**src/rtl/grc_pkg.sv**
```systemverilog
`default_nettype none
package grc_pkg;

    localparam int POS_W = 22;
    localparam int ANG_W = 16;
    localparam int COL_W = 11;
    localparam int IDX_W = 12;
    localparam int CFG_IDX_W = 2;

    localparam int MAP_SIDE_DEF = 64;
    localparam int HALF_WIDTH_DEF = 640;
    localparam int FRAC_BITS_DEF = 16;

    // shared rotator: 16 steps, wide enough for a 2^27 start vector times the gain
    localparam int CORDIC_STEPS = 16;
    localparam int STEP_W = 4;
    localparam int CORDIC_W = 31;
    localparam int CORDIC_ZW = 18;
    localparam int ATAN_SCALE = 16;
    localparam int ROT_START_SHIFT = 20;
    // cos and sin after rotation stay below 2^21
    localparam int TRIG_W = 23;

    localparam logic [CFG_IDX_W-1:0] CFG_PLAYER_X = 2'd0;
    localparam logic [CFG_IDX_W-1:0] CFG_PLAYER_Y = 2'd1;
    localparam logic [CFG_IDX_W-1:0] CFG_HEADING = 2'd2;

    localparam logic MODE_WRITE = 1'b0;
    localparam logic MODE_CAST = 1'b1;

    localparam logic [1:0] SIDE_WEST = 2'd0;
    localparam logic [1:0] SIDE_EAST = 2'd1;
    localparam logic [1:0] SIDE_NORTH = 2'd2;
    localparam logic [1:0] SIDE_SOUTH = 2'd3;

    localparam logic [POS_W-1:0] PLAYER_POS_RESET = 22'd98304;
    localparam logic [ANG_W-1:0] HEADING_RESET = 16'd0;

    localparam logic [ANG_W-1:0] EIGHTH_TURN = 16'h2000;
    localparam logic [ANG_W-1:0] QUARTER_TURN = 16'h4000;
    localparam logic [ANG_W-1:0] HALF_TURN = 16'h8000;
    localparam logic [ANG_W-1:0] THREE_QUARTER_TURN = 16'hC000;

    typedef struct packed {
        logic             mode;
        logic [COL_W-1:0] column;
        logic [IDX_W-1:0] cell_index;
        logic             cell_is_wall;
    } t_in_beat;

    typedef struct packed {
        logic [1:0] wall_side;
        logic [6:0] wall_position;
        logic [5:0] wall_offset;
    } t_out_beat;

    typedef struct packed {
        logic start;
        logic vectoring;
    } t_cordic_cmd;

    // atan(2^-i) in 1/65536 turn
    function automatic logic [13:0] atan_turn(input logic [STEP_W-1:0] i);
        logic [13:0] v;
        unique case (i)
            4'd0:  v = 14'd8192;
            4'd1:  v = 14'd4836;
            4'd2:  v = 14'd2555;
            4'd3:  v = 14'd1297;
            4'd4:  v = 14'd651;
            4'd5:  v = 14'd326;
            4'd6:  v = 14'd163;
            4'd7:  v = 14'd81;
            4'd8:  v = 14'd41;
            4'd9:  v = 14'd20;
            4'd10: v = 14'd10;
            4'd11: v = 14'd5;
            4'd12: v = 14'd3;
            4'd13: v = 14'd1;
            4'd14: v = 14'd1;
            4'd15: v = 14'd0;
        endcase
        return v;
    endfunction

endpackage
`default_nettype wire

```
**src/rtl/grc_div.sv**
```systemverilog
`default_nettype none
module grc_div #(
    parameter int NW = 49,
    parameter int DW = grc_pkg::TRIG_W
) (
    input  wire logic                 i_clk,
    input  wire logic                 i_rst_n,
    input  wire logic                 i_start,
    input  wire logic signed [NW-1:0] i_num,
    input  wire logic signed [DW-1:0] i_den,
    output logic signed [NW:0]        o_quo,
    output logic                      o_done
);

    localparam int CNT_W = $clog2(NW + 1);

    logic [NW-1:0] r_q, num_mag;
    logic [DW-1:0] r_rem, r_den, den_mag;
    logic [DW:0]   trial, diff;
    logic [NW:0]   q_ext;
    logic [CNT_W-1:0] r_cnt;
    logic r_neg, r_busy, r_fin, r_done;
    logic signed [NW:0] r_quo;

    always_comb begin
        num_mag = i_num[NW-1] ? NW'(-i_num) : NW'(i_num);
        den_mag = i_den[DW-1] ? DW'(-i_den) : DW'(i_den);
        trial = {r_rem, r_q[NW-1]};
        diff = trial - {1'b0, r_den};
        q_ext = {1'b0, r_q};
    end

    always_ff @(posedge i_clk) begin
        if (!i_rst_n) begin
            r_busy <= 1'b0;
            r_fin  <= 1'b0;
            r_done <= 1'b0;
            r_cnt  <= '0;
        end else begin
            r_done <= 1'b0;
            r_fin  <= 1'b0;
            if (i_start) begin
                r_busy <= 1'b1;
                r_cnt  <= CNT_W'(NW);
            end else if (r_busy) begin
                r_cnt <= r_cnt - 1'b1;
                if (r_cnt == CNT_W'(1)) begin
                    r_busy <= 1'b0;
                    r_fin  <= 1'b1;
                end
            end else if (r_fin) begin
                r_done <= 1'b1;
            end
        end
    end

    always_ff @(posedge i_clk) begin
        if (i_start) begin
            r_q   <= num_mag;
            r_den <= den_mag;
            r_rem <= '0;
            r_neg <= i_num[NW-1] ^ i_den[DW-1];
        end else if (r_busy) begin
            if (!diff[DW]) begin
                r_rem <= diff[DW-1:0];
                r_q   <= {r_q[NW-2:0], 1'b1};
            end else begin
                r_rem <= trial[DW-1:0];
                r_q   <= {r_q[NW-2:0], 1'b0};
            end
        end else if (r_fin) begin
            // round toward minus infinity
            if (r_neg && (r_rem != '0)) begin
                r_quo <= $signed(~q_ext);
            end else if (r_neg) begin
                r_quo <= $signed(-q_ext);
            end else begin
                r_quo <= $signed(q_ext);
            end
        end
    end

    assign o_quo = r_quo;
    assign o_done = r_done;

endmodule
`default_nettype wire

```
**config.mk**
```make
export PLATFORM = sky130hd
export DESIGN_NAME = grc_div
export DESIGN_NICKNAME = d
export VERILOG_FILES = /design/src/rtl/grc_pkg.sv /design/src/rtl/grc_div.sv
export SDC_FILE = /design/constraint.sdc
export NUM_CORES = 1
export LEC_CHECK = 0
export BUFFER_PORTS_ARGS = -buffer_cell sky130_fd_sc_hd__buf_2
export CELL_PAD_IN_SITES_DETAIL_PLACEMENT = 1
export CELL_PAD_IN_SITES_GLOBAL_PLACEMENT = 1
export CORE_UTILIZATION = 49
export DETAILED_ROUTE_END_ITERATION = 10
export GPL_ROUTABILITY_DRIVEN = 0
export GPL_TIMING_DRIVEN = 0
export MAX_ROUTING_LAYER = met4
export PLACE_DENSITY = 0.87
export SLEW_MARGIN = 20
export SYNTH_ARGS = -nofsm -noshare
export SYNTH_HDL_FRONTEND = slang
export SYNTH_SLANG_ARGS = --single-unit
export TNS_END_PERCENT = 20
```
**constraint.sdc**
```tcl
create_clock -name i_clk -period 4.6 [get_ports i_clk]
set_clock_uncertainty 0.05 [all_clocks]
set_input_delay 0.46 -clock i_clk [delete_from_list [all_inputs] [get_ports i_clk]]
set_output_delay 0.46 -clock i_clk [all_outputs]
set_load 0.1 [all_outputs]
```
# == Word level (Yosys, flattened, before mapping) ==
# Cells that the tools add are included.
# classes
n_addsub,5
eq_ne,1
mux,15
bitwise,5
reduce_logical,7
# op_table
operator,count
2-to-1 mux 49 bit,3
2-to-1 mux 50 bit,2
negation 49 -> 50 bit,1
inverter 49 -> 50 bit,1
negation 49 bit,1
subtractor 24 x 23 -> 24 bit,1
2-to-1 mux 23 bit,1
negation 23 bit,1
nonzero test 23 bit,1
2-to-1 mux 22 bit,1
2-to-1 mux 6 bit,2
"== test 6 x 1 -> 1 bit, second input constant",1
2-to-1 mux 1 bit,6
OR reduction 3 bit,2
"subtractor 6 x 1 -> 6 bit, second input constant",1
inverter 1 bit,3
AND reduction 3 bit,1
nonzero test 2 bit,1
OR reduction 2 bit,1
logical AND 1 bit,1
bitwise XOR 1 bit,1
# totals
regBits,155
inputBits,75
output_inout_bits,51

# == Longest topological paths before layout ==
# Gate-level depths: netlist of run 1.
# depth
word_depth,4
depth_mapped,12

# == Least setup slack after synthesis of run 1 ==
# Ideal clock, no wire load.
# synth_timing
kind,input to register
start,input port i_num[5]
end,register r_q[41] (data pin)
setup_ps,270
t_arrival_ps,2975
path_slack_ps,1305
path_stages,9
path_buffers,2
cell_sequence,or4_4 -> or4_1 -> buf_2 -> or4b_4 -> or3_1 -> buf_2 -> o41ai_2 -> xor2_1 -> a21oi_1
# synth_between
elab_chain_len,3
# synth_rtl
element,line,text
"start, declared",grc_div.sv:9,"input wire logic signed [NW-1:0] i_num,"
negation 49 bit,grc_div.sv:26,num_mag = i_num[NW-1] ? NW'(-i_num) : NW'(i_num);
2-to-1 mux 49 bit,grc_div.sv:26,
2-to-1 mux 49 bit,grc_div.sv:58,if (i_start) begin
"end signal, assigned",grc_div.sv:59,r_q <= num_mag;
"end signal, assigned",grc_div.sv:66,"r_q <= {r_q[NW-2:0], 1'b1};"
"end signal, assigned",grc_div.sv:69,"r_q <= {r_q[NW-2:0], 1'b0};"
"end, declared",grc_div.sv:17,"logic [NW-1:0] r_q, num_mag;"
# No other way between the ends.
# A chain may end at the register's enable or synchronous reset.

# == Worst setup path after layout of run 1 ==
# layout_timing
start,register r_rem[13]
end,register r_rem[13]
# layout_between
elab_chain_len,2
# layout_rtl
element,line,text
"start, declared",grc_div.sv:18,"logic [DW-1:0] r_rem, r_den, den_mag;"
"start signal, assigned",grc_div.sv:65,r_rem <= diff[DW-1:0];
"start signal, assigned",grc_div.sv:68,r_rem <= trial[DW-1:0];
subtractor 24 x 23 -> 24 bit,grc_div.sv:29,"diff = trial - {1'b0, r_den};"
2-to-1 mux 23 bit,grc_div.sv:64,if (!diff[DW]) begin
# No other way between the ends.

==> results.json, run 1 <==
{
  "ys.flop_type": "edfxtp_1",
  "coreArea_um2": 18800,
  "async_flop_share_pct": 0,
  "postSynthAreaPerCell_um2": 9.87,
  "place_ws_ps": 796,
  "crit_chain": "ha_1 -> clkbuf_1 -> nand4_1 -> nor4_1 -> o211ai_1 -> nand4_1 -> a21bo_2 -> clkbuf_1 -> clkbuf_1 -> nand3_1 -> a311oi_1",
  "overflow": 0,
  "fin_crit_sh_pct": 92.1,
  "tightest_slew_ps": 901,
  "post_cts_buffers": 0,
  "root_buffer": "clkbuf_16",
  "endpoint_kind": "flop",
  "fin_area_um2": 11100,
  "syn_area_um2": 9500,
  "placed_area_um2": 10500,
  "postSynthCellCount": 963,
  "drv_cap": 0,
  "htreeDepth": 4,
  "setup_viol": 0,
  "antenna_found_initial": 0,
  "fin_util_pct": 58.7,
  "worstPathMaxFanout": 10,
  "drt-total-wl_um": 31500,
  "fin_tns_setup_ps": 0,
  "rsz0062_at_grt": "no",
  "fin_crit_ps": 4240,
  "hold_viol_final": 0,
  "final_common_cell": "buf_2",
  "drc": 0,
  "cts_resized": 0,
  "die_area_um2": 19900,
  "drt-pass1-iter-count": 5,
  "cpPeakStageDelay_ps": 520,
  "first_global_vias": 8889,
  "final_cell_mix": "buf_2 (127), edfxtp_1 (123), nor2_1 (84), a21oi_1 (78), xnor2_1 (72)",
  "hold_start": "i_den[0]",
  "via_per_inst": 6.38,
  "holdBufCountCts": 0,
  "top_layer": "met4",
  "worstSkewPairLatency_ps": 440,
  "met2_length_um": 15400,
  "die_w_um": 141,
  "drt-met1-wl_um": 12600,
  "crit_required_ps": 4870,
  "slew_headroom_pct": 39.4,
  "drt_iter0_drc": 843,
  "cts_buffers": 17,
  "grt_start_max_net_pins": 52,
  "outcome": "finished, final reports clean",
  "antenna_cells": 0,
  "finalWorstSetupSlack_ps": 362,
  "synth-seq-area-share_pct": 45.6,
  "met3_length_um": 2490,
  "grt_usage_pct": 33.0,
  "ys.warnings.count": 0,
  "power_density_nw_per_um2": 375,
  "hpwl_um": 21000,
  "io_buffers": 124,
  "cts_num_sinks": 155,
  "start_util_pct": 50.5,
  "die_h_um": 141,
  "clk_path_buf_depth": 2,
  "fillers": 2142,
  "rr_startpoint": "r_rem[13]$_SDFFE_PP0P_",
  "p_leak_nw": 4.05,
  "slew_viol_final": 0,
  "cts_tree": "built",
  "drive_gt1_share_pct": 16.2,
  "synthDistinctLibCells": 63,
  "vdd_drop_max_uv": 293,
  "cp_common_cell": "clkbuf_1",
  "crit_start": "r_rem[13]$_SDFFE_PP0P_",
  "criticalPathCategory": "flop to flop",
  "clk_pin_slew_ps": 70,
  "min_path_type": "input pin to flop",
  "arrival_ps": 4510,
  "area_growth_pct": 16.4,
  "synth-edff-count": 123,
  "ys_ff_latch": 155,
  "grt_pass1_wl_um": 48400,
  "ioPinCount": 126,
  "rows": 50,
  "vias": 8789,
  "setup.worst_path.start_class": "flop",
  "wl_per_cell_um": 22.9,
  "ant_nets": 0,
  "cp_slowest_cell": "nor4_1",
  "max_freq_mhz": 236,
  "syn_nets": 1067,
  "nets": 1210
}
==> area by class of cell <==
type	instances	area [um^2]	area share (%)
multi-input cells	720	4840	43.8
flip-flops and latches	155	4330	39.2
repair buffers	124	621	5.61
clock buffers	17	425	3.85
well taps	260	325	2.94
plain buffers	48	184	1.66
clock inverters	14	170	1.54
inverters	40	150	1.36
==> synthesized netlist by cell type, types with 28 or more instances <==
| library cell | count | share of area, % |
|---|---|---|
| clkbuf_1 | 43 | 1.7 |
| ha_1 | 28 | 3.7 |
| nor2_1 | 84 | 3.3 |
| nand2_1 | 45 | 1.8 |
| o31ai_1 | 28 | 2.2 |
| xor2_1 | 67 | 6.2 |
| o21ai_0 | 68 | 3.6 |
| inv_1 | 39 | 1.5 |
| a21oi_1 | 78 | 4.1 |
| dfxtp_1 | 32 | 6.7 |
| edfxtp_1 | 123 | 39 |
| xnor2_1 | 72 | 6.6 |
==> path summary, 6_finish.rpt <==
check | end | slack (ps) | cells past startpoint
hold / removal | r_den[0]$_DFFE_PP_ | 190 | 1
hold reg to reg | r_rem[14]$_SDFFE_PP0P_ | 480 | 2
setup reg to reg | r_rem[13]$_SDFFE_PP0P_ | 360 | 11
setup / recovery | r_rem[13]$_SDFFE_PP0P_ | 360 | 11
==> state kept, by name, summed over array words and instances, names as in the netlist <==
register and count:
r_rem 23, r_den 23, o_done 1, r_fin 1, r_neg 1, o_quo 50, r_busy 1, r_q 49
r_cnt 6
==> critical path, delay by kind of cell (launching register included) <==
kind | cells | cell delay (ps)
AOI/OAI and AO/OA | 3 | 900
and+or+nand+nor | 4 | 1260
buffers and inverters | 3 | 1230
adders and majority gates | 1 | 300
DFF | 1 | 360
==> cell families (layout without fill, tap and decap cells) <==
logic type | Yosys count | count (layout) | synth area share, %
compound gates | 266 | 266 | 18.3
xor+xnor | 139 | 139 | 12.8
fa+ha+maj | 29 | 29 | 3.90
buf+inv | 88 | 243 | 3.52
flops | 155 | 155 | 45.6
mux | 1 | 1 | 0.105
simple gates | 285 | 285 | 15.8
==> power breakdown <==
part           switching [W]  internal, W
Combinational       0.000565     0.000335
Sequential          0.000115      0.00166
Clock               0.000620     0.000853
Total                0.00130      0.00285
==> layer usage <==
metal / vias to the layer above / GRT usage, %
met2: 464 / 53.5
met5: - / -
met1: 4336 / 40.3
met3: 102 / 6.18
met4: 0 / 13.7
li1: 3887 / -
==> per-stage QoR <==
step                std cells  hold slack [ps]  total power (W)
global route             1378              198          0.00426
CTS                      1378              192          0.00411
floorplan                 963              434          0.00235
global placement         1347              452          0.00259
detailed placement       1347              471          0.00264
finish                   1378              192          0.00414
No activity file was read; power rests on OpenSTA's default activity.
==> inputs of run 2 (changes only) <==
==> constraint.sdc (replaced) <==
create_clock -name i_clk -period 4.6 [get_ports i_clk]
set_clock_uncertainty 0.05 [all_clocks]
set_input_delay 0.23 -clock i_clk [delete_from_list [all_inputs] [get_ports i_clk]]
set_output_delay 0.23 -clock i_clk [all_outputs]
set_load 0.1 [all_outputs]
==> results.json, run 2 (same netlist as run 1, synthesis figures left out) <==
{
  "via_per_inst": 6.36,
  "criticalPathCategory": "flop to flop",
  "largest_reg_flops": 50,
  "final_cells": 1379,
  "die_w_um": 141,
  "post_cts_buffers": 0,
  "antenna_found_initial": 0,
  "final_cell_mix": "buf_2 (127), edfxtp_1 (123), nor2_1 (84), a21oi_1 (78), xnor2_1 (72)",
  "final_common_cell": "buf_2",
  "switching_share_pct": 31.4,
  "hold_viol_final": 0,
  "die_h_um": 141,
  "p_clk_share_pct": 35.5,
  "fin_crit_sh_pct": 90.4,
  "worstSkewPairLatency_ps": 450,
  "place_ws_ps": 796,
  "drive_gt1_share_pct": 16.2,
  "dp_cells": 1347,
  "clk_path_buf_depth": 2,
  "hpwl_um": 21000,
  "slew_viol_final": 0,
  "worstPathMaxFanout": 10,
  "drv_cap": 0,
  "arrival_ps": 4430,
  "wl_per_cell_um": 22.8,
  "cts_buffers": 17,
  "rrSetupSlack_ps": 440,
  "max_freq_mhz": 240,
  "htreeDepth": 4,
  "grt_pass1_wl_um": 48500,
  "setup.worst_path.start_class": "flop",
  "root_buffer": "clkbuf_16",
  "drc": 0,
  "drt-total-wl_um": 31500,
  "clk_pin_slew_ps": 70,
  "die_area_um2": 19900,
  "power_frac_seq_pct": 42.8,
  "antenna_cells": 0,
  "setup_viol": 0,
  "endpoint_kind": "flop",
  "outcome": "finished, final reports clean",
  "internal-power_w": 0.00285,
  "fin_crit_ps": 4160,
  "cts_tree": "built",
  "tightest_slew_ps": 913,
  "power_density_nw_per_um2": 375,
  "nets": 1211,
  "p_switching_w": 0.00130,
  "grt_start_max_net_pins": 52,
  "drt-pass1-iter-count": 5,
  "drt_iter0_drc": 766,
  "io_buffers": 124,
  "fin_tns_setup_ps": 0,
  "grt.busiest_layer": "met2",
  "vias": 8771,
  "crit_required_ps": 4870,
  "p_leak_nw": 4.05,
  "min_path_type": "input pin to flop",
  "rsz0062_at_grt": "no",
  "first_global_vias": 8894,
  "rows": 50,
  "start_util_pct": 50.5,
  "coreArea_um2": 18800,
  "cts_resized": 0,
  "grt_usage_pct": 33.0,
  "holdBufCountCts": 1,
  "use_met3_pct": 6.18,
  "combPwrFrac_pct": 21.7,
  "vdd_drop_max_uv": 296,
  "global_route.usage.met1_pct": 40.3,
  "finalWorstSetupSlack_ps": 442,
  "ant_nets": 0,
  "overflow": 0,
  "ioPinCount": 126,
  "cts_num_sinks": 155,
  "area_growth_pct": 16.5,
  "grt_use_met2_pct": 53.6,
  "slew_headroom_pct": 38.6
}
-- run 2: cell count changes in the layout (fill, tap and decap cells not counted) --
cell and delta:
dlygate4sd3_1 +1
-- run 2: final timing paths --
path,endpoint,startpoint,cells past startpoint
min reg2reg,r_rem[14]$_SDFFE_PP0P_,r_rem[14]$_SDFFE_PP0P_,2
max reg2reg,r_rem[13]$_SDFFE_PP0P_,r_rem[13]$_SDFFE_PP0P_,11
min,r_cnt[4]$_SDFFE_PN0P_,i_rst_n,2
max,r_rem[13]$_SDFFE_PP0P_,r_rem[13]$_SDFFE_PP0P_,11
-- run 2: cell type report --
cell class / instances / area, um^2
timing repair buffer: 125 / 631
fill: 2142 / 7770
sequential: 155 / 4330
tap: 260 / 325
clock inverter: 14 / 170
clock buffer: 17 / 425
inverter: 40 / 150
buffer: 48 / 184
multi-input combinational: 720 / 4840
-- run 2: stage by stage --
| step | hold slack [ps] | cell area, um^2 | total power [W] | util, % |
|---|---|---|---|---|
| final | 52.9 | 11100 | 0.00415 | 58.8 |
| after global routing | 67.6 | 11100 | 0.00426 | 58.8 |
| after CTS | 54.1 | 11100 | 0.00411 | 58.8 |
| after detailed placement | 404 | 10500 | 0.00264 | 55.5 |
| after global placement | 395 | 10400 | 0.00259 | 55.5 |
| after floorplan | 279 | 9500 | 0.00235 | - |
-- run 2: worst max-delay path, cell delays in order (launching register included) --
cell and delay, ps:
dfxtp_1 360, ha_1 300, clkbuf_1 320, nand4_1 170, nor4_1 500, o211ai_1 290
nand4_1 370, a21bo_2 190, clkbuf_1 440, clkbuf_1 450, nand3_1 190, a311oi_1 400
-- run 2: power by group through the flow --
| stage | Sequential [W] | Clock [W] | Combinational (W) |
|---|---|---|---|
| global placement | 0.00179 | 0 | 0.000806 |
| finish | 0.00177 | 0.00147 | 0.000900 |
| detailed placement | 0.00179 | 0 | 0.000848 |
| global route | 0.00178 | 0.00151 | 0.000973 |
| CTS | 0.00177 | 0.00146 | 0.000886 |
| floorplan | 0.00177 | 0 | 0.000581 |
-- run 2: routing by layer --
layer / up-vias / wire (um) / part of all wire [%]
met5: - / 0 / 0
met2: 449 / 15500 / 49
met4: 0 / 1020 / 3.2
li1: 3891 / - / -
met1: 4334 / 12800 / 41
met3: 97 / 2220 / 7.1
