**src/rtl/grc_pkg.sv**
```systemverilog
`default_nettype none
package grc_pkg;

    localparam int POS_W = 22;
    localparam int ANG_W = 16;
    localparam int COL_W = 11;
    localparam int IDX_W = 12;
    localparam int CFG_IDX_W = 2;

    localparam int MAP_SIDE_DEF = 64;
    localparam int HALF_WIDTH_DEF = 640;
    localparam int FRAC_BITS_DEF = 16;

    // shared rotator: 16 steps, wide enough for a 2^27 start vector times the gain
    localparam int CORDIC_STEPS = 16;
    localparam int STEP_W = 4;
    localparam int CORDIC_W = 31;
    localparam int CORDIC_ZW = 18;
    localparam int ATAN_SCALE = 16;
    localparam int ROT_START_SHIFT = 20;
    // cos and sin after rotation stay below 2^21
    localparam int TRIG_W = 23;

    localparam logic [CFG_IDX_W-1:0] CFG_PLAYER_X = 2'd0;
    localparam logic [CFG_IDX_W-1:0] CFG_PLAYER_Y = 2'd1;
    localparam logic [CFG_IDX_W-1:0] CFG_HEADING = 2'd2;

    localparam logic MODE_WRITE = 1'b0;
    localparam logic MODE_CAST = 1'b1;

    localparam logic [1:0] SIDE_WEST = 2'd0;
    localparam logic [1:0] SIDE_EAST = 2'd1;
    localparam logic [1:0] SIDE_NORTH = 2'd2;
    localparam logic [1:0] SIDE_SOUTH = 2'd3;

    localparam logic [POS_W-1:0] PLAYER_POS_RESET = 22'd98304;
    localparam logic [ANG_W-1:0] HEADING_RESET = 16'd0;

    localparam logic [ANG_W-1:0] EIGHTH_TURN = 16'h2000;
    localparam logic [ANG_W-1:0] QUARTER_TURN = 16'h4000;
    localparam logic [ANG_W-1:0] HALF_TURN = 16'h8000;
    localparam logic [ANG_W-1:0] THREE_QUARTER_TURN = 16'hC000;

    typedef struct packed {
        logic             mode;
        logic [COL_W-1:0] column;
        logic [IDX_W-1:0] cell_index;
        logic             cell_is_wall;
    } t_in_beat;

    typedef struct packed {
        logic [1:0] wall_side;
        logic [6:0] wall_position;
        logic [5:0] wall_offset;
    } t_out_beat;

    typedef struct packed {
        logic start;
        logic vectoring;
    } t_cordic_cmd;

    // atan(2^-i) in 1/65536 turn
    function automatic logic [13:0] atan_turn(input logic [STEP_W-1:0] i);
        logic [13:0] v;
        unique case (i)
            4'd0:  v = 14'd8192;
            4'd1:  v = 14'd4836;
            4'd2:  v = 14'd2555;
            4'd3:  v = 14'd1297;
            4'd4:  v = 14'd651;
            4'd5:  v = 14'd326;
            4'd6:  v = 14'd163;
            4'd7:  v = 14'd81;
            4'd8:  v = 14'd41;
            4'd9:  v = 14'd20;
            4'd10: v = 14'd10;
            4'd11: v = 14'd5;
            4'd12: v = 14'd3;
            4'd13: v = 14'd1;
            4'd14: v = 14'd1;
            4'd15: v = 14'd0;
        endcase
        return v;
    endfunction

endpackage
`default_nettype wire

```
**src/rtl/grc_cordic.sv**
```systemverilog
`default_nettype none
module grc_cordic #(
    parameter int W = grc_pkg::CORDIC_W,
    parameter int ZW = grc_pkg::CORDIC_ZW
) (
    input  wire logic                  i_clk,
    input  wire logic                  i_rst_n,
    input  wire grc_pkg::t_cordic_cmd  i_cmd,
    input  wire logic signed [W-1:0]   i_x0,
    input  wire logic signed [W-1:0]   i_y0,
    input  wire logic signed [ZW-1:0]  i_z0,
    output logic signed [W-1:0]        o_x,
    output logic signed [W-1:0]        o_y,
    output logic signed [ZW-1:0]       o_z,
    output logic                       o_done
);

    logic signed [W-1:0]  r_x, r_y, n_x, n_y, xs, ys;
    logic signed [ZW-1:0] r_z, n_z, tz;
    logic [grc_pkg::STEP_W-1:0] r_step;
    logic r_vec, r_busy, r_done, rot_pos;

    always_comb begin
        xs = r_x >>> r_step;
        ys = r_y >>> r_step;
        tz = ZW'(grc_pkg::atan_turn(r_step));
        // vectoring drives y toward zero, rotation drives z toward zero
        rot_pos = r_vec ? r_y[W-1] : !r_z[ZW-1];
        if (rot_pos) begin
            n_x = r_x - ys;
            n_y = r_y + xs;
            n_z = r_z - tz;
        end else begin
            n_x = r_x + ys;
            n_y = r_y - xs;
            n_z = r_z + tz;
        end
    end

    always_ff @(posedge i_clk) begin
        if (!i_rst_n) begin
            r_busy <= 1'b0;
            r_done <= 1'b0;
            r_step <= '0;
        end else begin
            r_done <= 1'b0;
            if (i_cmd.start) begin
                r_busy <= 1'b1;
                r_step <= '0;
            end else if (r_busy) begin
                r_step <= r_step + 1'b1;
                if (r_step == grc_pkg::STEP_W'(grc_pkg::CORDIC_STEPS - 1)) begin
                    r_busy <= 1'b0;
                    r_done <= 1'b1;
                end
            end
        end
    end

    always_ff @(posedge i_clk) begin
        if (i_cmd.start) begin
            r_x   <= i_x0;
            r_y   <= i_y0;
            r_z   <= i_z0;
            r_vec <= i_cmd.vectoring;
        end else if (r_busy) begin
            r_x <= n_x;
            r_y <= n_y;
            r_z <= n_z;
        end
    end

    assign o_x = r_x;
    assign o_y = r_y;
    assign o_z = r_z;
    assign o_done = r_done;

endmodule
`default_nettype wire

```
**config.mk**
```make
export PLATFORM = sky130hd
export DESIGN_NAME = grc_cordic
export DESIGN_NICKNAME = d
export VERILOG_FILES = /design/src/rtl/grc_pkg.sv /design/src/rtl/grc_cordic.sv
export SDC_FILE = /design/constraint.sdc
export NUM_CORES = 1
export LEC_CHECK = 0
export ABC_AREA = 1
export BUFFER_PORTS_ARGS = -buffer_cell sky130_fd_sc_hd__clkbuf_2
export CELL_PAD_IN_SITES_DETAIL_PLACEMENT = 0
export CELL_PAD_IN_SITES_GLOBAL_PLACEMENT = 1
export CORE_UTILIZATION = 39
export CTS_BUF_LIST = sky130_fd_sc_hd__clkbuf_8
export DETAILED_ROUTE_END_ITERATION = 8
export GPL_ROUTABILITY_DRIVEN = 0
export PLACE_DENSITY = 0.78
export SYNTH_ARGS = -nofsm -noshare
export SYNTH_HDL_FRONTEND = slang
export SYNTH_SLANG_ARGS = --single-unit
```
**constraint.sdc**
```tcl
create_clock -name i_clk -period 4.11 [get_ports i_clk]
set_clock_uncertainty 0.1 [all_clocks]
set_input_delay 0.411 -clock i_clk [delete_from_list [all_inputs] [get_ports i_clk]]
set_output_delay 0.411 -clock i_clk [all_outputs]
set_load 0.05 [all_outputs]
```
### Word level (Yosys, flattened, before mapping)

Memory sizes are Yosys's and may differ from the RTL's. A register that Yosys moved wholly into a read port is not among the register bits.
Index checks and enable logic that the tools add are counted.

* flip-flop bits (word level): 87
* bits in latches: 0
* memories kept: 1
* output and inout port bits: 81
* word-level logic and storage cells: 40
* memory bits (writable): 0
* memory bits (read-only): 224
* bits of input ports: 84

Memory list
* (name not given): depth 16, bits a word 14, read ports 1, clocked after memory_dff 1, wr ports 0, RTL line grc_pkg.sv:65 `unique case (i)`

* divide/modulo/power cells: 0
* mux-type cells: 16
* multiply operators: 0
* reduce and logical (&&, ||, !) cells: 4
* shift-type cells: 2
* bitwise logic cells: 2
* equal/unequal tests: 1
* $add $sub $neg: 7
* order comparisons: 0

Operators with widths (count)
* two-way mux 31 bit: 6
* adder 31 bit: 2
* >>> shifter 31 x 4 -> 31 bit: 2
* subtractor 31 bit: 2
* two-way mux 18 bit: 3
* adder 18 x 15 -> 18 bit: 1
* subtractor 18 x 15 -> 18 bit: 1
* two-way mux 4 bit: 2
* two-way mux 1 bit: 5
* adder 4 x 1 -> 4 bit, second input constant: 1
* equality test 4 bit, second input constant: 1
* OR reduction 3 bit: 1
* inverter 1 bit: 2
* nonzero test 2 bit: 1
* OR reduction 2 bit: 1
* logical NOT 1 bit: 1

### Logic depth before layout (Yosys ltp)

Gate-level depths: netlist of the first run.

* depth in word-level cells: 5
* gate-level depth with buffers: 29
* gate-level depth less buffers: 28

### Least setup slack after synthesis of the first run

OpenSTA, ideal clock, no wires.

* path kind: reg-to-reg
* start: register r_y[30] (netlist: o_y[30])
* end: register r_y[20] (netlist: o_y[20]), data pin
* library setup time: 0.254 ns
* required time: 3.756 ns
* period minus slack after synthesis: 4.227 ns
* cell stages (with the launch flop): 25
* arrival: 3.873 ns
* path slack: -0.117 ns
* path buffers: 3
* cells stage by stage: edfxtp_1 > buf_2 > nand2_1 > o21ai_1 > clkinv_1 > clkbuf_1 > buf_1 > nand2_1 > o21ai_0 > fa_1 > nand2_1 > nand2_1 > o21ai_0 > inv_1 > a21oi_1 > inv_1 > a21oi_1 > inv_1 > nand2_1 > nand2_1 > nor2_1 > nor2_1 > or2_2 > nand3_1 > nand2_1

* longest elaborated chain between the ends: 4

Ends and longest elaborated chain
* start: declaration: RTL line grc_cordic.sv:18 `logic signed [W-1:0] r_x, r_y, n_x, n_y, xs, ys;`
* start signal: assignment: RTL line grc_cordic.sv:63 `r_y <= i_y0;`
* start signal: assignment: RTL line grc_cordic.sv:68 `r_y <= n_y;`
* two-way mux 1 bit: RTL line grc_cordic.sv:28 `rot_pos = r_vec ? r_y[W-1] : !r_z[ZW-1];`
* two-way mux 31 bit: RTL line grc_cordic.sv:29 `if (rot_pos) begin`
* two-way mux 31 bit: RTL line grc_cordic.sv:66 `end else if (r_busy) begin`
* two-way mux 31 bit: RTL line grc_cordic.sv:61 `if (i_cmd.start) begin`

Every way passes these cells. The select of a mux whose other input is x is not followed.
A chain may end at the register's enable or synchronous reset.

### Final worst setup path of the first run

* start: register r_step[0] (netlist bit)
* end: register r_y[26] (netlist: o_y[26]), data pin

* longest elaborated chain between the ends: 5
* elaborated cells between the ends (all ways): 6
* those cells by class: add/sub (2); shift (1); mux (3)

Ends and longest elaborated chain
* start: declaration: RTL line grc_cordic.sv:20 `logic [grc_pkg::STEP_W-1:0] r_step;`
* start signal: assignment: RTL line grc_cordic.sv:51 `r_step <= r_step + 1'b1;`
* >>> shifter 31 x 4 -> 31 bit (*): RTL line grc_cordic.sv:24 `xs = r_x >>> r_step;`
* subtractor 31 bit / adder 31 bit (equally long branches): RTL line grc_cordic.sv:35, grc_cordic.sv:31
* two-way mux 31 bit (*): RTL line grc_cordic.sv:29
* two-way mux 31 bit (*): RTL line grc_cordic.sv:66
* two-way mux 31 bit (*): RTL line grc_cordic.sv:61

Mark *: on every way between the ends. The rest lies on a longest branch, timed or not. The select of a mux whose other input is x is not followed.

==> results of run 1 <==
-- metrics by stage --
stage | hold slack, ns | instances
after global routing | 0.0469 | 3009
after global placement | 0.379 | 2967
after detailed placement | 0.382 | 2967
after floorplan | 0.355 | 2150
after CTS | 0.0277 | 2992
final | 0.0521 | 3009
-- cell usage after synthesis, drive strengths merged, types with 4 or more instances --
cell type	n	area, µm²
o21ai	104	524
a21o	8	60.1
o21bai	5	37.5
or2	36	225
o21a	4	30.0
xor2	46	403
a31oi	17	106
a221oi	4	35.0
o211ai	6	45.0
nand2	687	2640
a21oi	113	573
edfxtp	81	2430
buf	49	339
ha	95	1190
xnor2	36	315
inv	185	699
nand4	20	125
nor3	29	183
nor2	152	606
dfxtp	20	400
clkbuf	31	116
nand3	387	2010
o31ai	11	82.6
a21boi	6	48.8
-- area by class of cell --
class                      count  share of cell area [%]
clock buffer                  10                   0.750
clock inverter                 6                   0.287
sequential                   101                    15.5
multi-input combinational   1783                    58.1
tap                          448                    3.06
timing repair buffer         475                    18.4
inverter                     186                    3.92
-- critical path: stages, from the launching register on --
cell and delay [ns]:
dfxtp_4 0.40, buf_4 0.18, nand2_1 0.08, nand3_1 0.14, buf_4 0.17, nand3_1 0.07
nand3_1 0.12, nand2_2 0.14, nand2_1 0.10, nor2_4 0.13, nand2_2 0.10, nor3_4 0.15
a21oi_1 0.12, xor2_1 0.29, inv_1 0.17, ha_4 0.33, nand2_1 0.11, buf_4 0.16
nor2_1 0.11, a21oi_2 0.07, o21bai_1 0.18, buf_4 0.14, nand2_1 0.05, nand3_1 0.07
nand2_1 0.05, nor2_1 0.14, nor2_1 0.05
-- sequential cells by signal (all words and copies together) (netlist names) --
name    cells
o_done      1
o_x        31
o_y        31
o_z        18
r_busy      1
r_step      4
r_vec       1
tz         14
-- cell families (layout without fill, tap and decap cells) --
family	after synthesis	count (layout)	synth area share, %
buf+inv	266	677	8.64
compound gates	285	285	12.0
xor+xnor	82	82	5.36
flops	101	101	21.1
fa+ha+maj	98	98	9.32
simple gates	1318	1318	43.6
-- what timing repair did --
| action | CTS | global route |
|---|---|---|
| endpoints found under the setup margin | 32 | 42 |
| hold buffers | 0 | 0 |
| setup buffers | 8 | 16 |
| pin swaps | 20 | 66 |
| resized for setup | 54 | 259 |
| gates cloned | 1 | 1 |
-- metal layers --
layer	part of all wire [%]	GRT usage, %	vias to the layer above
met4	2.9	9.88	0
met5	0	0	-
li1	-	-	8043
met3	6.0	2.95	73
met1	45	39.3	7490
met2	46	47.1	588
-- final timing paths --
kind / slack (ns) / to / startpoint
hold reg to reg: 0.40 / o_done / r_busy
hold / removal: 0.05 / r_vec / i_cmd[0]
setup reg to reg: -0.05 / o_y[26] / r_step[0]
setup / recovery: -0.05 / o_y[26] / r_step[0]
==> summary.txt, run 1 <==
CTS
  – H-tree levels: 3
  – Cts bufs inserted: 9
  – Worst-Skew Late Latency: 0.46 ns
  – CTS max path bufs: 2
  – Clk root buf: clkbuf_8
  – CTS sink count: around 100
  – CTS tree: done
  – Clock-pin slew on the worst setup and hold paths: around 0.13 ns

Routing
  – Vias post-DR: 16.2k
  – Vias/cell: around 5.4
  – DRT Pass-1 Iters: 9
  – Wire per inst: between 15 and 20 µm
  – DRT iter0 DRCs: 1467
  – Final ANT Viol Nets: 0
  – DRC: 0
  – Final WL: 52500 µm

Timing
  – Slew headroom: 56.3%
  – Post-route setup TNS: -0.133 ns
  – Fin crit period: between 4 and 5 ns
  – Final Hold Fails: 0
  – Final period utilization: 101%
  – Slew Limit Fails: 0
  – RSZ-0062 raised after global routing: true
  – Least-Margin Pin Slew: between 0.6 and 0.7 ns
  – Final WS setup: -0.0509 ns
  – Fmax: around 240 MHz
  – Final setup viols: 4

Floorplanning
  – Chip height: ~190 µm
  – Io pins: around 170
  – Die Width: 187 µm
  – Die Area: between 0.03 and 0.04 mm²
  – Initial core utilization: around two fifths
  – Cell Rows: 67
  – Core Region: 0.0337 mm²

Finish
  – Ant. Diodes: 0
  – Commonest non-fill, non-tap cell in the layout: nand2_1
  – P&R area growth vs syn: 36.8%
  – Fill count: 3411
  – FF/Latch Area: 0.00284 mm²
  – Final instance area: 0.0183 mm²
  – Most frequent cells in the layout: nand2_1 (609), nand3_1 (319), buf_4 (292)
  – Multi-input gate area: 0.0107 mm²
  – Finished Core Util: 54.4%
  – Layout cells sized above 1: 32.8%
  – Total Nets Final: 2738

Yosys
  – Cell Area, Synth: around 0.013 mm²
  – Post-synth cell types: 50
  – Async set-or-reset flop fraction in the synthesized netlist: 0%
  – Post-Syn Instances: 2150
  – Post-synth EDFFs: 81
  – YS warnings: 0
  – Synthesis-stage register bit count: 101
  – Synth Flop Type: edfxtp_1
  – Syn nets: roughly 2.3k
  – Sequential fraction of the synthesis area: 21.1%
  – Syn Area/Cell: 6.23 µm²

Placement
  – Cell Area, Placed: roughly 0.017 mm²
  – Pre-CTS WS: -0.211 ns
  – Port bufs: approximately 160
  – HPWL after detailed placement: 41400 µm

Critical path
  – Worst r2r path cells: 26
  – CP Launch Type: flop
  – Req. time, crit path: 4.24 ns
  – CP Max Fanout: 10
  – Critical path type: reg2reg
  – Worst setup EP type: flop
  – WP data arrival: between 4 and 5 ns

GRT
  – Largest net degree at the start of global routing: 57
  – First-pass GRT wire length: 79900 µm
  – Vias in the first global route: approximately 15k
  – Grt total ovfl: 0
  – Gr usage total: 28.8%
  – Initial antenna violation count: 0

Run
  – Max-cap viol count: 0

Status
  – Failing checks: negative setup slack
  – Outcome: complete, but fails checks

Worst hold path
  – Hold path cells: 1
  – Worst Hold Class: in2reg
Power of run 1 is not shown: default switching activity piles up to over one toggle a cycle in this logic, so the estimate is an artifact.
==> run 2: changes to the inputs <==
--- a/config.mk
+++ b/config.mk
@@ -9,11 +9,11 @@
 export BUFFER_PORTS_ARGS = -buffer_cell sky130_fd_sc_hd__clkbuf_2
 export CELL_PAD_IN_SITES_DETAIL_PLACEMENT = 0
 export CELL_PAD_IN_SITES_GLOBAL_PLACEMENT = 1
-export CORE_UTILIZATION = 39
+export CORE_UTILIZATION = 43
 export CTS_BUF_LIST = sky130_fd_sc_hd__clkbuf_8
 export DETAILED_ROUTE_END_ITERATION = 8
 export GPL_ROUTABILITY_DRIVEN = 0
-export PLACE_DENSITY = 0.78
+export PLACE_DENSITY = 0.82
 export SYNTH_ARGS = -nofsm -noshare
 export SYNTH_HDL_FRONTEND = slang
 export SYNTH_SLANG_ARGS = --single-unit
==> constraint.sdc (replaced) <==
create_clock -name i_clk -period 4.1 [get_ports i_clk]
set_clock_uncertainty 0.1 [all_clocks]
set_input_delay 0.41 -clock i_clk [delete_from_list [all_inputs] [get_ports i_clk]]
set_output_delay 0.41 -clock i_clk [all_outputs]
set_load 0.05 [all_outputs]
==> run 2 against run 1 <==
Net effect: the flow still finishes with violations (negative setup slack); clock-buffer cell count unchanged; critical endpoint is now o_y[25]; via count up 5.5%; final cell count up 2.5%; critical path depth down 2; setup slack worse by 0.083 ns; register-to-register slack worse by 0.08 ns; worst hold slack worse by 0.0077 ns; wire length up 4.8%.
==> summary.txt, run 2 (synthesized netlist as in run 1, its figures left out) <==
Critical path
  – Worst setup EP type: flop
  – Req. time, crit path: approximately 4.2 ns
  – Worst r2r path cells: 24
  – CP Max Fanout: 14
  – Worst reg2reg path endpoint: o_y[25]
  – Critical path type: reg2reg
  – WP data arrival: roughly 4.4 ns
  – Register-to-register path setup slack: -0.13 ns
  – CP Launch Type: flop
  – Critical R2R Launch: r_step[0]

CTS
  – Hold-fix buffers, CTS: 0
  – CTS sink count: approximately 100
  – CTS tree: done
  – Worst-Skew Late Latency: 0.45 ns
  – Cts bufs inserted: 9
  – Clock-pin slew on the worst setup and hold paths: 0.12 ns
  – H-tree levels: 3
  – CTS max path bufs: 2
  – Clk root buf: clkbuf_8

Timing
  – RSZ-0062 raised after global routing: true
  – Min Hold Slack: 0.0445 ns
  – Least-Margin Pin Slew: between 0.8 and 0.9 ns
  – Slew Limit Fails: 0
  – Fin crit period: 4.23 ns
  – Slew headroom: 43.1%
  – Final setup viols: 8
  – Final WS setup: -0.134 ns
  – Final period utilization: 103%
  – Final Hold Fails: 0
  – Fmax: 236 MHz

Finish
  – Layout cells sized above 1: 39.1%
  – Finished Core Util: 64.5%
  – Non-Filler Instances: 3084
  – Total Nets Final: 2865
  – Most frequent cells in the layout: nand2_1 (571), buf_4 (412), nand3_1 (303)
  – Fill count: 2776
  – P&R area growth vs syn: 47.2%
  – Ant. Diodes: 0
  – Commonest non-fill, non-tap cell in the layout: nand2_1

Worst hold path
  – Hold_sp: i_cmd[0]
  – Worst min-delay path endpoint: r_vec
  – Hold path cells: 1
  – Worst Hold Class: in2reg

Run
  – Max-cap viol count: 0

GRT
  – Vias in the first global route: 15.6k
  – Grt total ovfl: 0
  – Largest net degree at the start of global routing: 66
  – Initial antenna violation count: 0
  – First-pass GRT wire length: 80700 µm
  – Gr usage total: about a third

Routing
  – Vias post-DR: ~17k
  – DRT iter0 DRCs: 1528
  – Met3 wire length: 3990 µm
  – Vias/cell: 5.54
  – Final ANT Viol Nets: 0
  – Final WL: 55000 µm
  – DRC: 0
  – Top sig layer: met4
  – Met2 wire len: around 25000 µm
  – DRT Pass-1 Iters: 6
  – Wire per inst: approximately 18 µm
  – Met1 wire length: about 24000 µm

Placement
  – Dpl cells: ~3.0k
  – HPWL after detailed placement: about 42000 µm
  – Port bufs: between 150 and 200

Floorplanning
  – Chip height: around 180 µm
  – Io pins: approximately 170
  – Core Region: 0.0306 mm²
  – Cell Rows: between 60 and 70
  – Die Area: 0.0319 mm²
  – Initial core utilization: 43.8%
  – Die Width: 179 µm

Status
  – Failing checks: negative setup slack
  – Outcome: complete, but fails checks
## run 2: stage by stage
step	setup slack (ns)	cell area, µm²	setup TNS (ns)
2_1_floorplan	0.0557	13400	0
3_3_place_gp	-0.443	17300	-3.53
6_report	-0.134	19700	-0.395
4_1_cts	-0.0180	18000	-0.0625
3_5_place_dp	-0.482	17300	-5.17
5_1_grt	-0.307	19700	-5.47
## run 2: worst max-delay path by stage
stage          startpoint      end  slack [ns]  depth (start not counted)
2_1_floorplan     o_y[30]  o_y[20]        0.06                         23
3_3_place_gp    r_step[0]  o_y[26]       -0.44                         27
3_5_place_dp    r_step[0]  o_y[26]       -0.48                         25
4_1_cts         r_step[0]  o_x[29]       -0.02                         25
5_1_grt         r_step[0]  o_y[25]       -0.31                         24
6_report        r_step[0]  o_y[25]       -0.13                         24
## run 2: cell type report
class	count	area, µm²	share of cell area (%)
Inverter	186	718	3.64
Timing Repair Buffer	602	4370	22.2
Clock inverter	6	76.3	0.387
Sequential cell	101	2840	14.4
Clock buffer	10	138	0.697
Tap cell	396	495	2.51
Multi-Input combinational cell	1783	11100	56.2
## run 2: layer usage
metal / up-vias / track usage (%)
met3: 112 / 4.01
met4: 0 / 12.3
met5: - / 0
li1: 8295 / -
met1: 7919 / 43.9
met2: 765 / 53.1
## run 2: worst max-delay path, stage by stage, from the launching register on
cell and delay [ns]:
dfxtp_4 0.40, buf_8 0.15, buf_12 0.15, nand2_1 0.11, nand3_2 0.12, nand3_2 0.10
nand3_1 0.10, nand2_2 0.13, nand2_2 0.09, nor3_4 0.28, nand4_1 0.17, buf_4 0.17
o21ai_2 0.11, xor2_1 0.22, ha_1 0.29, a21o_1 0.23, a31oi_4 0.19, inv_2 0.06
a21oi_2 0.15, nand3_2 0.12, nand2_1 0.08, nand2_1 0.07, or2_2 0.29, nand3_1 0.07
nand2_1 0.06
## run 2: repair_timing
action | in CTS | in global routing
gates cloned | 0 | 3
endpoints found under the setup margin | 38 | 44
pin swaps | 43 | 93
setup buffers | 20 | 34
gates resized for setup | 103 | 337
Power of run 2 is left out for the same reason.
==> run 3: changes to the inputs <==
==> constraint.sdc (replaced) <==
create_clock -name i_clk -period 4.1 [get_ports i_clk]
set_clock_uncertainty 0.1 [all_clocks]
set_input_delay 0.82 -clock i_clk [delete_from_list [all_inputs] [get_ports i_clk]]
set_output_delay 0.82 -clock i_clk [all_outputs]
set_load 0.05 [all_outputs]
==> run 3 against run 2 <==
Net effect: the run still ends with negative setup slack left; clock-buffer cell count decreased by 1; global-route usage is 0.060 points higher; first-iteration DRC count up 13%; setup slack better by 0.032 ns; register-to-register slack improved by 0.03 ns; non-clock buffer count fell by 22; via count down 0.81%; critical path type unchanged; sequential share of layout area rose by 0.53 points; critical path depth fell by 2; core utilization down 2.3 points; die area stayed put.
==> summary.txt, run 3 (synthesized netlist as in run 1, its figures left out) <==
GRT
  – Gr usage total: 32.7%
  – First-pass GRT wire length: just over 80000 µm
  – Largest net degree at the start of global routing: 63
  – Initial antenna violation count: 0
  – Vias in the first global route: around 15k
  – Grt total ovfl: 0

Critical path
  – Critical Path Start: r_step[0]
  – Worst setup EP type: flop
  – CP Launch Type: flop
  – Critical path type: reg2reg
  – Critical R2R Launch: r_step[0]
  – Req. time, crit path: 4.21 ns
  – WP data arrival: around 4.3 ns
  – CP Max Fanout: 19

Finish
  – P&R area growth vs syn: 42.0%
  – Total Nets Final: between 2k and 3k
  – Layout cells sized above 1: 35.4%
  – Most frequent cells in the layout: nand2_1 (605), buf_4 (398), nand3_1 (321)
  – Commonest non-fill, non-tap cell in the layout: nand2_1
  – Ant. Diodes: 0

CTS
  – Cts bufs inserted: 9
  – CTS sink count: 101
  – Worst-Skew Late Latency: 0.44 ns
  – Clock-pin slew on the worst setup and hold paths: between 0.1 and 0.15 ns
  – Hold-fix buffers, CTS: 0
  – CTS max path bufs: 2
  – CTS tree: done
  – H-tree levels: 3
  – Clk root buf: clkbuf_8

Routing
  – Final WL: 53800 µm
  – DRT Pass-1 Iters: 6
  – Vias post-DR: 17.0k
  – Wire per inst: 17.6 µm
  – DRC: 0
  – DRT iter0 DRCs: between 1.5k and 2k
  – Vias/cell: 5.54
  – Final ANT Viol Nets: 0

Timing
  – Min Hold Slack: 0.422 ns
  – Fin crit period: 4.20 ns
  – Final setup viols: 18
  – Slew headroom: 43.4%
  – Least-Margin Pin Slew: 0.849 ns
  – Slew Limit Fails: 0
  – Fmax: 238 MHz
  – Final period utilization: 102%
  – RSZ-0062 raised after global routing: true
  – Final WS setup: -0.102 ns
  – Post-route setup TNS: -0.593 ns
  – Final Hold Fails: 0

Floorplanning
  – Core Region: 0.0306 mm²
  – Die Area: 0.0319 mm²
  – Io pins: 165
  – Cell Rows: 64
  – Initial core utilization: 43.8%
  – Chip height: ~180 µm
  – Die Width: 179 µm

Status
  – Outcome: complete, but fails checks
  – Failing checks: negative setup slack

Worst hold path
  – Hold_sp: r_busy
  – Worst Hold Class: reg2reg

Placement
  – HPWL after detailed placement: 41800 µm
  – Port bufs: ~160

Run
  – Max-cap viol count: 0
## run 3: changes by cell type in the layout (fill, tap and decap cells not counted), sizes merged
cell    previous run  this run
buf              436       416
bufinv             1         0
clkbuf           176       173
inv              188       190
## run 3: worst paths after layout
path | endpoint | slack [ns] | cells past startpoint
setup / recovery | o_y[30] | -0.10 | 22
hold / removal | o_done | 0.42 | 2
setup reg to reg | o_y[30] | -0.10 | 22
hold reg to reg | o_done | 0.42 | 2
## run 3: critical path: stages, from the launching register on
cell      delay [ns]
dfxtp_4         0.40
buf_4           0.16
buf_12          0.15
nand2_1         0.13
nand3_2         0.12
nand3_2         0.10
nand3_1         0.12
nand2_2         0.13
nand2_2         0.11
nor2_4          0.11
nand2_2         0.09
nor3_4          0.26
a21oi_2         0.10
xor2_1          0.26
inv_1           0.14
ha_4            0.34
nand2_2         0.12
o21ai_4         0.21
a21oi_1         0.11
o211ai_1        0.43
nand3_1         0.13
nand3_1         0.11
nand2_1         0.05
## run 3: through the flow
stage               setup WS [ns]  cell area, µm²  utilization (%)  std cells
floorplan                  0.0557           13400                -       2150
finish                     -0.102           19000             62.2       3062
CTS                       -0.0160           17900             58.7       3044
detailed placement         -0.450           17300             56.5       3011
global route               -0.349           19000             62.2       3062
global placement           -0.423           17300             56.5       3011
## run 3: cell type report
type	count	area, µm²
Timing Repair Buffer	580	4140
Tap cell	396	495
Fill cell	2957	11600
Clock inverter	7	47.5
Sequential cell	101	2840
Inverter	186	712
Multi-Input combinational cell	1783	10700
Clock buffer	9	124
## run 3: timing repair
action,CTS,global route
buffers inserted,17,17
pin swaps,30,80
setup endpoints to repair,36,43
endpoints found under the hold margin,0,0
gates resized for setup,93,221
gates cloned,0,1
## run 3: metal layers
metal / share of wire (%) / up-vias / global-route usage (%)
met5: 0 / - / 0
met4: 3.1 / 0 / 11.7
met3: 6.9 / 91 / 3.92
met2: 46 / 751 / 52.8
met1: 44 / 7850 / 44.6
li1: - / 8260 / -
Power of run 3 is left out for the same reason.
